$ cat config.mk
export PLATFORM = sky130hd
export DESIGN_NAME = stopwatch_lap_split_controller
export DESIGN_NICKNAME = d
export VERILOG_FILES = /design/src/rtl/core/swls_pkg.sv /design/src/rtl/core/stopwatch_lap_split_controller.sv /design/src/rtl/core/swls_fsm.sv /design/src/rtl/core/swls_time.sv
export SDC_FILE = /design/constraint.sdc
export NUM_CORES = 2
export LEC_CHECK = 0
export BUFFER_PORTS_ARGS = -buffer_cell sky130_fd_sc_hd__buf_2
export CAP_MARGIN = 20
export CORE_MARGIN = 2
export CORE_UTILIZATION = 50
export DETAILED_ROUTE_END_ITERATION = 16
export GPL_ROUTABILITY_DRIVEN = 0
export MAX_ROUTING_LAYER = met4
export PLACE_DENSITY = 0.67
export SLEW_MARGIN = 40
export SYNTH_ARGS = -nofsm -noshare
export SYNTH_HDL_FRONTEND = slang
export SYNTH_SLANG_ARGS = --single-unit
$ cat constraint.sdc
create_clock -name clk_i -period 18.7 [get_ports clk_i]
set_clock_uncertainty 0.2 [all_clocks]
set_input_delay 3.74 -clock clk_i [delete_from_list [all_inputs] [get_ports clk_i]]
set_output_delay 3.74 -clock clk_i [all_outputs]
set_load 0.05 [all_outputs]
$ cat src/rtl/core/swls_pkg.sv
// ----------------------------------------------------------------------------
// Stopwatch lap/split package
// Shared types, codes and constants for the stopwatch lap/split controller.
// ----------------------------------------------------------------------------
package swls_pkg;

  typedef enum logic [1:0] {
    EV_TICK      = 2'd0,
    EV_STARTSTOP = 2'd1,
    EV_LAP       = 2'd2,
    EV_SLOW      = 2'd3
  } event_e;

  typedef enum logic [2:0] {
    ST_IDLE     = 3'd0,
    ST_RUN      = 3'd1,
    ST_RUN_LAP  = 3'd2,
    ST_STOP     = 3'd3,
    ST_STOP_LAP = 3'd4
  } status_e;

  typedef enum logic {
    REG_FAST_RATE = 1'b0,
    REG_SLOW_RATE = 1'b1
  } reg_e;

  localparam logic [7:0] FAST_RATE_RESET = 8'd32;
  localparam logic [7:0] SLOW_RATE_RESET = 8'd2;
  localparam logic [7:0] RATE_MIN        = 8'd1;
  localparam logic [7:0] RATE_MAX        = 8'd128;
  localparam logic [7:0] LAP_RATE        = 8'd2;
  localparam logic [7:0] IDLE_RATE       = 8'd1;
  localparam logic [6:0] HALF_SEC_TICKS  = 7'd64;

  localparam int TICK_W          = 32;
  localparam int SUBSEC_W        = 7;
  localparam int SECS_W          = TICK_W - SUBSEC_W;
  localparam int MINS_W          = 20;
  localparam int HOURS_W         = 14;
  localparam int DAYS_W          = 9;
  localparam int SECS_PER_MIN    = 60;
  localparam int MINS_PER_HOUR   = 60;
  localparam int HOURS_PER_DAY   = 24;
  localparam int MINS_PER_DAY    = MINS_PER_HOUR * HOURS_PER_DAY;
  localparam int HUNDREDTHS      = 100;

  // Reciprocals for exact floor division over the full input range.
  localparam int SEC_DIV_SHIFT   = 31;
  localparam int SEC_RECIP_W     = 26;
  localparam logic [SEC_RECIP_W-1:0] SEC_RECIP =
    SEC_RECIP_W'((64'd1 << SEC_DIV_SHIFT) / 64'(SECS_PER_MIN) + 64'd1);
  localparam int MIN_DIV_SHIFT   = 26;
  localparam int MIN_RECIP_W     = 21;
  localparam logic [MIN_RECIP_W-1:0] MIN_RECIP =
    MIN_RECIP_W'((64'd1 << MIN_DIV_SHIFT) / 64'(MINS_PER_HOUR) + 64'd1);
  localparam int DAY_DIV_SHIFT   = 31;
  localparam logic [MIN_RECIP_W-1:0] DAY_RECIP =
    MIN_RECIP_W'((64'd1 << DAY_DIV_SHIFT) / 64'(MINS_PER_DAY) + 64'd1);

  typedef struct packed {
    logic [1:0]  mode;
    logic [31:0] counter_value;
    logic [6:0]  tick_phase;
  } in_word_t;

  typedef struct packed {
    logic [31:0] elapsed_ticks;
    logic [6:0]  hundredths;
    logic [5:0]  seconds_part;
    logic [5:0]  minutes_part;
    logic [4:0]  hours_part;
    logic [2:0]  run_status;
    logic [7:0]  refresh_hz;
    logic        lap_lamp;
    logic        colon_lamp;
    logic        blank_hundredths;
    logic        exit_to_clock;
  } out_word_t;

  typedef struct packed {
    logic [TICK_W-1:0] elapsed;
    status_e           status;
    logic [7:0]        refresh;
    logic              lap;
    logic              colon;
    logic              blank;
    logic              leave;
  } stage_a_t;

  typedef struct packed {
    stage_a_t          head;
    logic [6:0]        hundredths;
    logic [5:0]        seconds_part;
    logic [MINS_W-1:0] minutes_total;
  } stage_b_t;

endpackage

$ cat src/rtl/core/stopwatch_lap_split_controller.sv
// ----------------------------------------------------------------------------
// Stopwatch lap/split controller
// Five-state stopwatch with lap freeze, driven by time-stamped events, with
// an APB-style port for the two refresh rate registers.
// ----------------------------------------------------------------------------
//   Channel   Direction  Handshake                 Word
//   in        input      in_valid_i / in_stall_o   mode, counter_value, tick_phase
//   out       output     out_valid_o / out_stall_i elapsed time parts, status, lamps
//   apb       input      psel, penable, pready     refresh rate registers
//
// One event is accepted per cycle while the input is not stalled; its result
// passes through the state update stage and two time splitting stages.
// Reset clears the stopwatch to idle and loads the default refresh rates.
// A stalled result holds its stage, and the input stalls only once all three
// stages are full.
module stopwatch_lap_split_controller (
  input  logic                clk_i,
  input  logic                rst_ni,
  input  logic                in_valid_i,
  output logic                in_stall_o,
  input  swls_pkg::in_word_t  in_word_i,
  output logic                out_valid_o,
  input  logic                out_stall_i,
  output swls_pkg::out_word_t out_word_o,
  input  logic                psel,
  input  logic                penable,
  input  logic                pwrite,
  input  logic [2:0]          paddr,
  input  logic [31:0]         pwdata,
  output logic [31:0]         prdata,
  output logic                pready
);
  import swls_pkg::*;

  logic [7:0] fast_rate_q, slow_rate_q;
  logic [7:0] wr_rate;
  logic       cfg_write;
  reg_e       reg_sel;
  logic       a_valid, a_stall;
  stage_a_t   a_word;

  assign pready    = 1'b1;
  assign reg_sel   = reg_e'(paddr[2]);
  assign cfg_write = psel && penable && pwrite && pready;

  always_comb begin
    if (pwdata[7:0] == 8'd0) begin
      wr_rate = RATE_MIN;
    end else if (pwdata[7:0] > RATE_MAX) begin
      wr_rate = RATE_MAX;
    end else begin
      wr_rate = pwdata[7:0];
    end
  end

  always_comb begin
    unique case (reg_sel)
      REG_FAST_RATE: prdata = {24'd0, fast_rate_q};
      REG_SLOW_RATE: prdata = {24'd0, slow_rate_q};
    endcase
  end

  always_ff @(posedge clk_i or negedge rst_ni) begin
    if (!rst_ni) begin
      fast_rate_q <= FAST_RATE_RESET;
      slow_rate_q <= SLOW_RATE_RESET;
    end else if (cfg_write) begin
      if (reg_sel == REG_FAST_RATE) begin
        fast_rate_q <= wr_rate;
      end else begin
        slow_rate_q <= wr_rate;
      end
    end
  end

  swls_fsm u_fsm (
    .clk_i       (clk_i),
    .rst_ni      (rst_ni),
    .in_valid_i  (in_valid_i),
    .in_stall_o  (in_stall_o),
    .in_word_i   (in_word_i),
    .fast_rate_i (fast_rate_q),
    .slow_rate_i (slow_rate_q),
    .a_valid_o   (a_valid),
    .a_word_o    (a_word),
    .a_stall_i   (a_stall)
  );

  swls_time u_time (
    .clk_i       (clk_i),
    .rst_ni      (rst_ni),
    .a_valid_i   (a_valid),
    .a_word_i    (a_word),
    .a_stall_o   (a_stall),
    .out_valid_o (out_valid_o),
    .out_stall_i (out_stall_i),
    .out_word_o  (out_word_o)
  );

`ifndef NO_ASSERTIONS
  a_stall_needs_word: assert property (@(posedge clk_i) disable iff (!rst_ni)
    in_stall_o |-> a_valid)
    else $error("input stalled with an empty state update stage");

  a_stall_from_output: assert property (@(posedge clk_i) disable iff (!rst_ni)
    in_stall_o |-> (out_valid_o && out_stall_i))
    else $error("input stalled without output backpressure");

  a_rate_in_range: assert property (@(posedge clk_i) disable iff (!rst_ni)
    cfg_write |=> (fast_rate_q >= RATE_MIN && fast_rate_q <= RATE_MAX &&
                   slow_rate_q >= RATE_MIN && slow_rate_q <= RATE_MAX))
    else $error("refresh rate register out of range after write");
`endif

endmodule

$ cat src/rtl/core/swls_fsm.sv
// ----------------------------------------------------------------------------
// Stopwatch lap/split state machine
// Applies one event per cycle, unless the next stage stalls, to the stopwatch
// state and registers the shown elapsed ticks together with status, refresh rate, lamp, blank and leave flags.
// ----------------------------------------------------------------------------
module swls_fsm (
  input  logic               clk_i,
  input  logic               rst_ni,
  input  logic               in_valid_i,
  output logic               in_stall_o,
  input  swls_pkg::in_word_t in_word_i,
  input  logic [7:0]         fast_rate_i,
  input  logic [7:0]         slow_rate_i,
  output logic               a_valid_o,
  output swls_pkg::stage_a_t a_word_o,
  input  logic               a_stall_i
);
  import swls_pkg::*;

  status_e           status_q, status_d;
  logic [TICK_W-1:0] start_q, start_d;
  logic [TICK_W-1:0] stop_q, stop_d;
  logic [TICK_W-1:0] lap_q, lap_d;
  logic              slow_q, slow_d;
  logic              leave;
  logic              accept;
  logic              a_valid_q;
  stage_a_t          a_word_q, a_word_d;
  event_e            ev;
  logic [TICK_W-1:0] now;

  assign ev         = event_e'(in_word_i.mode);
  assign now        = in_word_i.counter_value;
  assign in_stall_o = a_valid_q && a_stall_i;
  assign accept     = in_valid_i && !in_stall_o;
  assign a_valid_o  = a_valid_q;
  assign a_word_o   = a_word_q;

  always_comb begin
    status_d = status_q;
    start_d  = start_q;
    stop_d   = stop_q;
    lap_d    = lap_q;
    slow_d   = slow_q;
    leave    = 1'b0;
    unique case (status_q)
      ST_IDLE: begin
        if (ev == EV_STARTSTOP) begin
          status_d = ST_RUN;
          start_d  = now;
        end else if (ev == EV_SLOW) begin
          slow_d = !slow_q;
        end
      end
      ST_RUN: begin
        if (ev == EV_STARTSTOP) begin
          status_d = ST_STOP;
          stop_d   = now;
        end else if (ev == EV_LAP) begin
          status_d = ST_RUN_LAP;
          lap_d    = now;
        end
      end
      ST_RUN_LAP: begin
        if (ev == EV_STARTSTOP) begin
          status_d = ST_STOP_LAP;
          stop_d   = now;
        end else if (ev == EV_LAP) begin
          status_d = ST_RUN;
          lap_d    = now;
        end else if (ev == EV_SLOW) begin
          status_d = ST_RUN;
          slow_d   = !slow_q;
        end
      end
      ST_STOP_LAP: begin
        if (ev == EV_STARTSTOP) begin
          status_d = ST_RUN_LAP;
          start_d  = now - stop_q + start_q;
          lap_d    = now - stop_q + lap_q;
        end else if (ev == EV_LAP) begin
          status_d = ST_STOP;
        end
      end
      ST_STOP: begin
        if (ev == EV_STARTSTOP) begin
          status_d = ST_RUN;
          start_d  = now - stop_q + start_q;
        end else if (ev == EV_LAP) begin
          status_d = ST_IDLE;
          start_d  = '0;
          stop_d   = '0;
          lap_d    = '0;
          leave    = 1'b1;
        end
      end
      default: begin
      end
    endcase

    a_word_d        = '0;
    a_word_d.status = status_d;
    a_word_d.leave  = leave;
    a_word_d.blank  = slow_d && (status_d == ST_RUN || status_d == ST_IDLE);
    a_word_d.lap    = 1'b0;
    a_word_d.colon  = 1'b1;
    a_word_d.refresh = IDLE_RATE;
    case (status_d)
      ST_RUN: begin
        a_word_d.elapsed = now - start_d;
        a_word_d.refresh = slow_d ? slow_rate_i : fast_rate_i;
        a_word_d.colon   = (a_word_d.elapsed[SUBSEC_W-1:0] < HALF_SEC_TICKS);
      end
      ST_RUN_LAP: begin
        a_word_d.elapsed = lap_d - start_d;
        a_word_d.refresh = LAP_RATE;
        a_word_d.lap     = (in_word_i.tick_phase == '0);
        a_word_d.colon   = (in_word_i.tick_phase == '0);
      end
      ST_STOP_LAP: begin
        a_word_d.elapsed = lap_d - start_d;
        a_word_d.lap     = 1'b1;
      end
      ST_STOP: begin
        a_word_d.elapsed = stop_d - start_d;
      end
      default: begin
        a_word_d.elapsed = '0;
      end
    endcase
  end

  always_ff @(posedge clk_i or negedge rst_ni) begin
    if (!rst_ni) begin
      status_q <= ST_IDLE;
      start_q  <= '0;
      stop_q   <= '0;
      lap_q    <= '0;
      slow_q   <= 1'b0;
    end else if (accept) begin
      status_q <= status_d;
      start_q  <= start_d;
      stop_q   <= stop_d;
      lap_q    <= lap_d;
      slow_q   <= slow_d;
    end
  end

  always_ff @(posedge clk_i or negedge rst_ni) begin
    if (!rst_ni) begin
      a_valid_q <= 1'b0;
    end else if (!in_stall_o) begin
      a_valid_q <= in_valid_i;
    end
  end

  always_ff @(posedge clk_i) begin
    if (accept) begin
      a_word_q <= a_word_d;
    end
  end

endmodule

$ cat src/rtl/core/swls_time.sv
// ----------------------------------------------------------------------------
// Stopwatch lap/split time splitter
// Two pipeline stages that break elapsed ticks into hundredths, seconds,
// minutes and hours, ending in the result register.
// ----------------------------------------------------------------------------
module swls_time (
  input  logic                clk_i,
  input  logic                rst_ni,
  input  logic                a_valid_i,
  input  swls_pkg::stage_a_t  a_word_i,
  output logic                a_stall_o,
  output logic                out_valid_o,
  input  logic                out_stall_i,
  output swls_pkg::out_word_t out_word_o
);
  import swls_pkg::*;

  localparam int SEC_PROD_W  = SECS_W + SEC_RECIP_W;
  localparam int MIN_PROD_W  = MINS_W + MIN_RECIP_W;
  localparam int HUND_PROD_W = SUBSEC_W + 7;

  logic                   b_valid_q, b_stall;
  stage_b_t               b_word_q, b_word_d;
  logic                   out_valid_q;
  out_word_t              out_word_q, out_word_d;

  logic [SECS_W-1:0]      secs, secs_rem;
  logic [SEC_PROD_W-1:0]  sec_prod;
  logic [MINS_W-1:0]      mins;
  logic [HUND_PROD_W-1:0] hund_prod;

  logic [MIN_PROD_W-1:0]  hour_prod, day_prod;
  logic [HOURS_W-1:0]     hours, hours_rem;
  logic [DAYS_W-1:0]      days;
  logic [MINS_W-1:0]      mins_rem;

  assign out_valid_o = out_valid_q;
  assign out_word_o  = out_word_q;
  assign b_stall     = out_valid_q && out_stall_i;
  assign a_stall_o   = b_valid_q && b_stall;

  always_comb begin
    secs      = a_word_i.elapsed[TICK_W-1:SUBSEC_W];
    sec_prod  = SEC_PROD_W'(secs) * SEC_PROD_W'(SEC_RECIP);
    mins      = sec_prod[SEC_DIV_SHIFT +: MINS_W];
    secs_rem  = secs - SECS_W'(mins) * SECS_W'(SECS_PER_MIN);
    hund_prod = HUND_PROD_W'(a_word_i.elapsed[SUBSEC_W-1:0]) * HUND_PROD_W'(HUNDREDTHS);

    b_word_d               = '0;
    b_word_d.head          = a_word_i;
    b_word_d.hundredths    = hund_prod[HUND_PROD_W-1:SUBSEC_W];
    b_word_d.seconds_part  = secs_rem[5:0];
    b_word_d.minutes_total = mins;
  end

  always_comb begin
    hour_prod = MIN_PROD_W'(b_word_q.minutes_total) * MIN_PROD_W'(MIN_RECIP);
    day_prod  = MIN_PROD_W'(b_word_q.minutes_total) * MIN_PROD_W'(DAY_RECIP);
    hours     = hour_prod[MIN_DIV_SHIFT +: HOURS_W];
    days      = day_prod[DAY_DIV_SHIFT +: DAYS_W];
    mins_rem  = b_word_q.minutes_total - MINS_W'(hours) * MINS_W'(MINS_PER_HOUR);
    hours_rem = hours - HOURS_W'(days) * HOURS_W'(HOURS_PER_DAY);

    out_word_d                  = '0;
    out_word_d.elapsed_ticks    = b_word_q.head.elapsed;
    out_word_d.hundredths       = b_word_q.hundredths;
    out_word_d.seconds_part     = b_word_q.seconds_part;
    out_word_d.minutes_part     = mins_rem[5:0];
    out_word_d.hours_part       = hours_rem[4:0];
    out_word_d.run_status       = b_word_q.head.status;
    out_word_d.refresh_hz       = b_word_q.head.refresh;
    out_word_d.lap_lamp         = b_word_q.head.lap;
    out_word_d.colon_lamp       = b_word_q.head.colon;
    out_word_d.blank_hundredths = b_word_q.head.blank;
    out_word_d.exit_to_clock    = b_word_q.head.leave;
  end

  always_ff @(posedge clk_i or negedge rst_ni) begin
    if (!rst_ni) begin
      b_valid_q   <= 1'b0;
      out_valid_q <= 1'b0;
    end else begin
      if (!a_stall_o) begin
        b_valid_q <= a_valid_i;
      end
      if (!b_stall) begin
        out_valid_q <= b_valid_q;
      end
    end
  end

  always_ff @(posedge clk_i) begin
    if (a_valid_i && !a_stall_o) begin
      b_word_q <= b_word_d;
    end
    if (b_valid_q && !b_stall) begin
      out_word_q <= out_word_d;
    end
  end

endmodule

# Yosys cells after proc, flatten, opt, wreduce, memory -nomap -nowiden
# Index checks and enable logic that the tools add are counted.
[op_classes]
addsub = 9
mul = 7
div = 0
order_cmp = 2
eq_ne = 11
shift = 0
mux = 40
n_bitwise = 2
n_reduce_logical = 23
[op_table]
columns = ["operator", "count"]
rows = [
  ["$mux W32", 12],
  ["$pmux W32 S3", 3],
  ["$pmux W32 S2", 2],
  ["$sub A32 B32 Y32", 4],
  ["$add A32 B32 Y32", 2],
  ["$mul A25 B26 Y51 const B", 1],
  ["$mul A20 B21 Y40 const B", 1],
  ["$mul A20 B20 Y39 const B", 1],
  ["$mux W3", 10],
  ["$mux W8", 3],
  ["$mul A20 B4 Y4 const B", 1],
  ["$pmux W8 S2", 1],
  ["$pmux W3 S5", 1],
  ["$mul A14 B4 Y4 const B", 1],
  ["$eq A3 B2 Y1 const B", 4],
  ["$mul A7 B5 Y12 const B", 1],
  ["$sub A6 B6 Y6", 2],
  ["$logic_and A1 B1 Y1", 9],
  ["$mul A9 B2 Y2 const B", 1],
  ["$gt A8 B8 Y1 const B", 1],
  ["$logic_not A8 Y1", 1],
  ["$logic_not A7 Y1", 1],
  ["$lt A7 B7 Y1 const B", 1],
  ["$eq A3 B1 Y1 const B", 2],
  ["12 further kinds", 28],
]
[word_totals]
ff_bits = 317
latch_bits = 0
mem_bits_rw = 0
mem_bits_ro = 0
in_bits = 83
out_inout_bits = 106
mem_count = 0

# Longest topological paths before layout
[depth]
ltp_word = 8
ltp_mapped = 36

# Hierarchy
# Synthesis repeated with hierarchy kept, for this count alone.
[hier_totals]
cells_unflattened = 3684
area_unflattened_um2 = 35611.7
[modules_own_cells]
columns = ["module", "instances", "cells_each", "area_each_um2", "seq_area_each_um2"]
rows = [
  ["swls_time", 1, 1699, 19272.2, 4464.3],
  ["swls_fsm", 1, 1886, 15332.2, 3938.8],
  ["stopwatch_lap_split_controller", 1, 99, 1007.2, 402.9],
]

# Worst setup path before layout
# No wires, ideal clock.
[synth_timing]
path_kind = "input to register"
from = "input in_word_i[7] (netlist name)"
to = "register u_fsm.a_word_q (netlist bit u_fsm.a_word_o[45]) (data pin)"
arrival_ns = 10.339
t_required_ns = 18.229
setup_slack_ns = 7.890
cell_stages = 34
n_path_buf = 1
cell_sequence = "inv_1 -> ha_1 -> inv_1 -> fa_1 -> a21o_1 -> a21oi_2 -> o21ai_1 -> a2111o_1 -> a311o_1 -> a22o_1 -> a221o_1 -> a21oi_2 -> o21bai_1 -> a21oi_1 -> xnor2_1 -> ha_1 -> clkbuf_1 -> nand2_1 -> or4_1 -> nor2_1 -> nor2_1 -> o211a_1 -> o21ai_0 -> xor2_1 -> a222oi_1 -> a21boi_0 -> ha_1 -> a21oi_1 -> o21bai_1 -> a21oi_1 -> o22ai_1 -> a211oi_1 -> xor2_1 -> o22ai_1"
[synth_rtl]
columns = ["element", "line", "source"]
rows = [
  ["start: declaration", "stopwatch_lap_split_controller.sv:21", "input swls_pkg::in_word_t in_word_i,"],
  ["end signal: assignment", "swls_fsm.sv:159", "a_word_q <= a_word_d;"],
  ["end: declaration", "swls_fsm.sv:28", "stage_a_t a_word_q, a_word_d;"],
]

==> qor.yml <==
clock_tree:
  cts-buffers-inserted: 40
  cts_resized: 0
  cts_sinks: 313
  clk_pin_slew_ns: 0.07
  cts_setup_buffers: 0
  cts_tree: "yes"
  clockBufferDepth: 3
  clock_latency_ns: 0.57
  cts-root-buf: "clkbuf_16"
  ctsHoldBuffers: 0
  htreeDepth: 2
run_status:
  status: "completed"
synth:
  seq_area_frac_synth_pct: 25.5
  synth_top_flop_cell: "edfxtp_1"
  syn_avg_cell_area_um2: 9.86
  synth_warnings: 0
  synth_cell_types: 83
  async_flop_share_pct: 38.0
  synthesis.area_um2: 34600
  synth_edf_count: 194
  synth_cells: 3509
  ys_ff_latch: 313
floorplan:
  fp.dieH_um: 267
  core_um2: 68600
  ios: 189
  fp.dieW_um: 267
  num_rows: 96
  die_area_um2: 71300
  start_util_pct: 50.4
worst_hold_path:
  hold_end: "u_time.out_word_o[62]$_DFFE_PP_"
  holdPathStages: 0
  hold_class: "reg -> reg"
  hold_start: "u_time.b_word_q[71]$_DFFE_PP_"
finish:
  fillCellCount: 6131
  layout-drive-gt1-share_pct: 7.45
  finalNetCount: 4588
  syn2layout_area_growth_pct: 8.73
global_routing:
  grt_usage_pct: 24.5
  grt_pass1_vias: 25600
  grt_max_degree: 72
  overflow: 0
  antenna_found_initial: 2
  grt_pass1_wl_um: 134000
drt:
  viasPerCell: 5.57
  wl_per_cell_um: 18.2
  met3WireLength_um: 4240
  drc_errors: 0
  drtIter0Drc: 1721
  dr_total_vias: 25600
  routed_wl_um: 83600
  first_pass_iters: 6
  ant_nets: 0
  drt-met1-wl_um: 37600
  highest-signal-layer: "met4"
  wl_met2_um: 39400
timing:
  finalHoldViolCount: 0
  fmax_mhz: 87.4
  hold_slack_ns: 0.201
  tns_ns: 0
  setup_violations: 0
  timing.slew.headroom_pct: 42.0
  rsz0062_at_grt: "false"
  fin_crit_sh_pct: 61.2
  period_needed_ns: 11.44
  slew_violations: 0
  tightest_slew_ns: 0.869
worst_setup_path:
  regToRegSetupSlack_ns: 10.28
  reg2regPathDepth: 33
  worstReg2RegEnd: "u_fsm.a_word_o[46]$_DFFE_PP_"
  critPathSlowestCell: "a2111o_1"
  cp.required_ns: 18.93
  start_kind: "input pin"
  crit_fanout: 6
  r2r-start: "u_fsm.stop_q[0]$_DFFE_PN0P_"
  max_stage_delay_ns: 0.45
  end_kind: "flop"
  crit_arrival_ns: 11.67
  crit_top_cell: "a21oi_1"
  crit_type: "in -> reg"
placed_design:
  port_buffers: 137
  dp.final_hpwl_um: 67000
run:
  drv_cap: 0
## worst max-delay path by stage
stage | endpoint | start | slack [ns]
floorplan | u_fsm.a_word_o[45]$_DFFE_PP_ | in_word_i[7] | 7.89
global placement | u_fsm.a_word_o[43]$_DFFE_PP_ | in_word_i[7] | 6.77
detailed placement | u_fsm.a_word_o[43]$_DFFE_PP_ | in_word_i[7] | 6.73
CTS | u_fsm.a_word_o[43]$_DFFE_PP_ | in_word_i[7] | 7.32
global route | u_fsm.a_word_o[46]$_DFFE_PP_ | in_word_i[7] | 6.69
finish | u_fsm.a_word_o[46]$_DFFE_PP_ | in_word_i[7] | 7.26
## cells in the final DEF, fill, tap and decap left out, types with 12 or more instances in the layout
master and n:
a31oi_1 28, a221oi_1 31, o22ai_1 33, nand3_1 41, dfrtp_1 117, a211oi_1 21, o21bai_1 27, a22o_1 36
mux2i_1 20, o21ai_0 205, a21o_1 111, and3_1 19, buf_4 25, a22oi_1 12, nor2_1 122, clkbuf_16 42
inv_1 534, edfxtp_1 194, conb_1 25, fa_1 245, nand2_1 197, o21a_1 23, nor3_1 29, clkbuf_1 12
a222oi_1 29, ha_1 625, xor2_1 62, nand2b_1 39, xnor2_1 125, nand4_1 22, o211ai_1 15, nor2b_1 24
a21oi_1 225, buf_2 136
## logic make-up (layout without fill, tap and decap cells)
group	after synthesis	after routing	synth area share, %
other	2	27	0.0217
adder cells (fa/ha/maj)	871	871	36.8
AND/OR/NAND/NOR	559	559	7.65
AO/OA/AOI/OAI	908	908	17.2
multiplexers	31	31	0.937
XOR/XNOR	187	187	4.73
buffers and inverters	638	771	7.22
flip-flops	313	313	25.5
## sequential cells by signal (all words and copies together), names as in the netlist
name                cells
u_fsm.stop_q           32
u_fsm.slow_q            1
u_fsm.status_q          3
u_fsm.a_word_o         47
fast_rate_q             8
u_fsm.lap_q            32
slow_rate_q             8
u_fsm.start_q          32
u_time.b_word_q        78
u_time.out_word_o      69
u_time.out_valid_o      1
u_fsm.a_valid_o         1
u_time.b_valid_q        1
## synth_stat cells (all sizes together) (21+ instances only)
cell | number | area share, %
ha | 625 | 23
inv | 534 | 5.8
fa | 245 | 14
a21oi | 230 | 3.4
o21ai | 215 | 3.1
nand2 | 199 | 2.2
edfxtp | 194 | 17
nor2 | 125 | 1.4
xnor2 | 125 | 3.2
dfrtp | 117 | 8.5
a21o | 111 | 2.4
clkbuf | 72 | 0.78
xor2 | 62 | 1.6
nand3 | 41 | 0.59
nand2b | 40 | 0.72
a22o | 36 | 0.91
o22ai | 33 | 0.60
a221oi | 31 | 0.78
buf | 31 | 0.63
nor3 | 30 | 0.43
a222oi | 29 | 0.84
a31oi | 28 | 0.51
o21bai | 27 | 0.59
nor2b | 24 | 0.43
o21a | 23 | 0.50
nand4 | 22 | 0.40
a211oi | 21 | 0.46
## per-stage QoR
stage | instances | area (um^2) | util (%) | worst slack [ns]
floorplan | 3532 | 34700 | - | 7.89
global placement | 4523 | 36300 | 52.9 | 6.77
detailed placement | 4523 | 36300 | 52.9 | 6.73
CTS | 4595 | 37600 | 54.8 | 7.32
global route | 4598 | 37600 | 54.8 | 6.69
finish | 4598 | 37600 | 54.8 | 7.26
## final cells by class
cell class / count / area (um^2) / area share, %
diodes: 2 / 5.00 / 0.0133
well taps: 931 / 1160 / 3.10
repair buffers: 164 / 896 / 2.38
multi-input cells: 2581 / 23400 / 62.3
inverters: 535 / 2010 / 5.34
clock inverters: 12 / 136 / 0.363
clock buffers: 60 / 1180 / 3.13
flip-flops and latches: 313 / 8810 / 23.4
## routing by layer
metal  track usage (%)  vias to the layer above
met5                 -                        -
met4              7.11                        0
met3              2.70                      134
met2              40.1                      649
met1              32.3                    12200
li1                  -                    12600
## worst max-delay path: cells and delay by family
kind / cells / cell delay (ns)
buffers and inverters: 3 / 0.30
XOR/XNOR: 2 / 0.37
AO/OA/AOI/OAI: 17 / 4.29
adder cells (fa/ha/maj): 4 / 1.38
AND/OR/NAND/NOR: 9 / 1.57
Power is not shown: default switching activity piles up to over one toggle a cycle in this logic, so the estimate is an artifact.
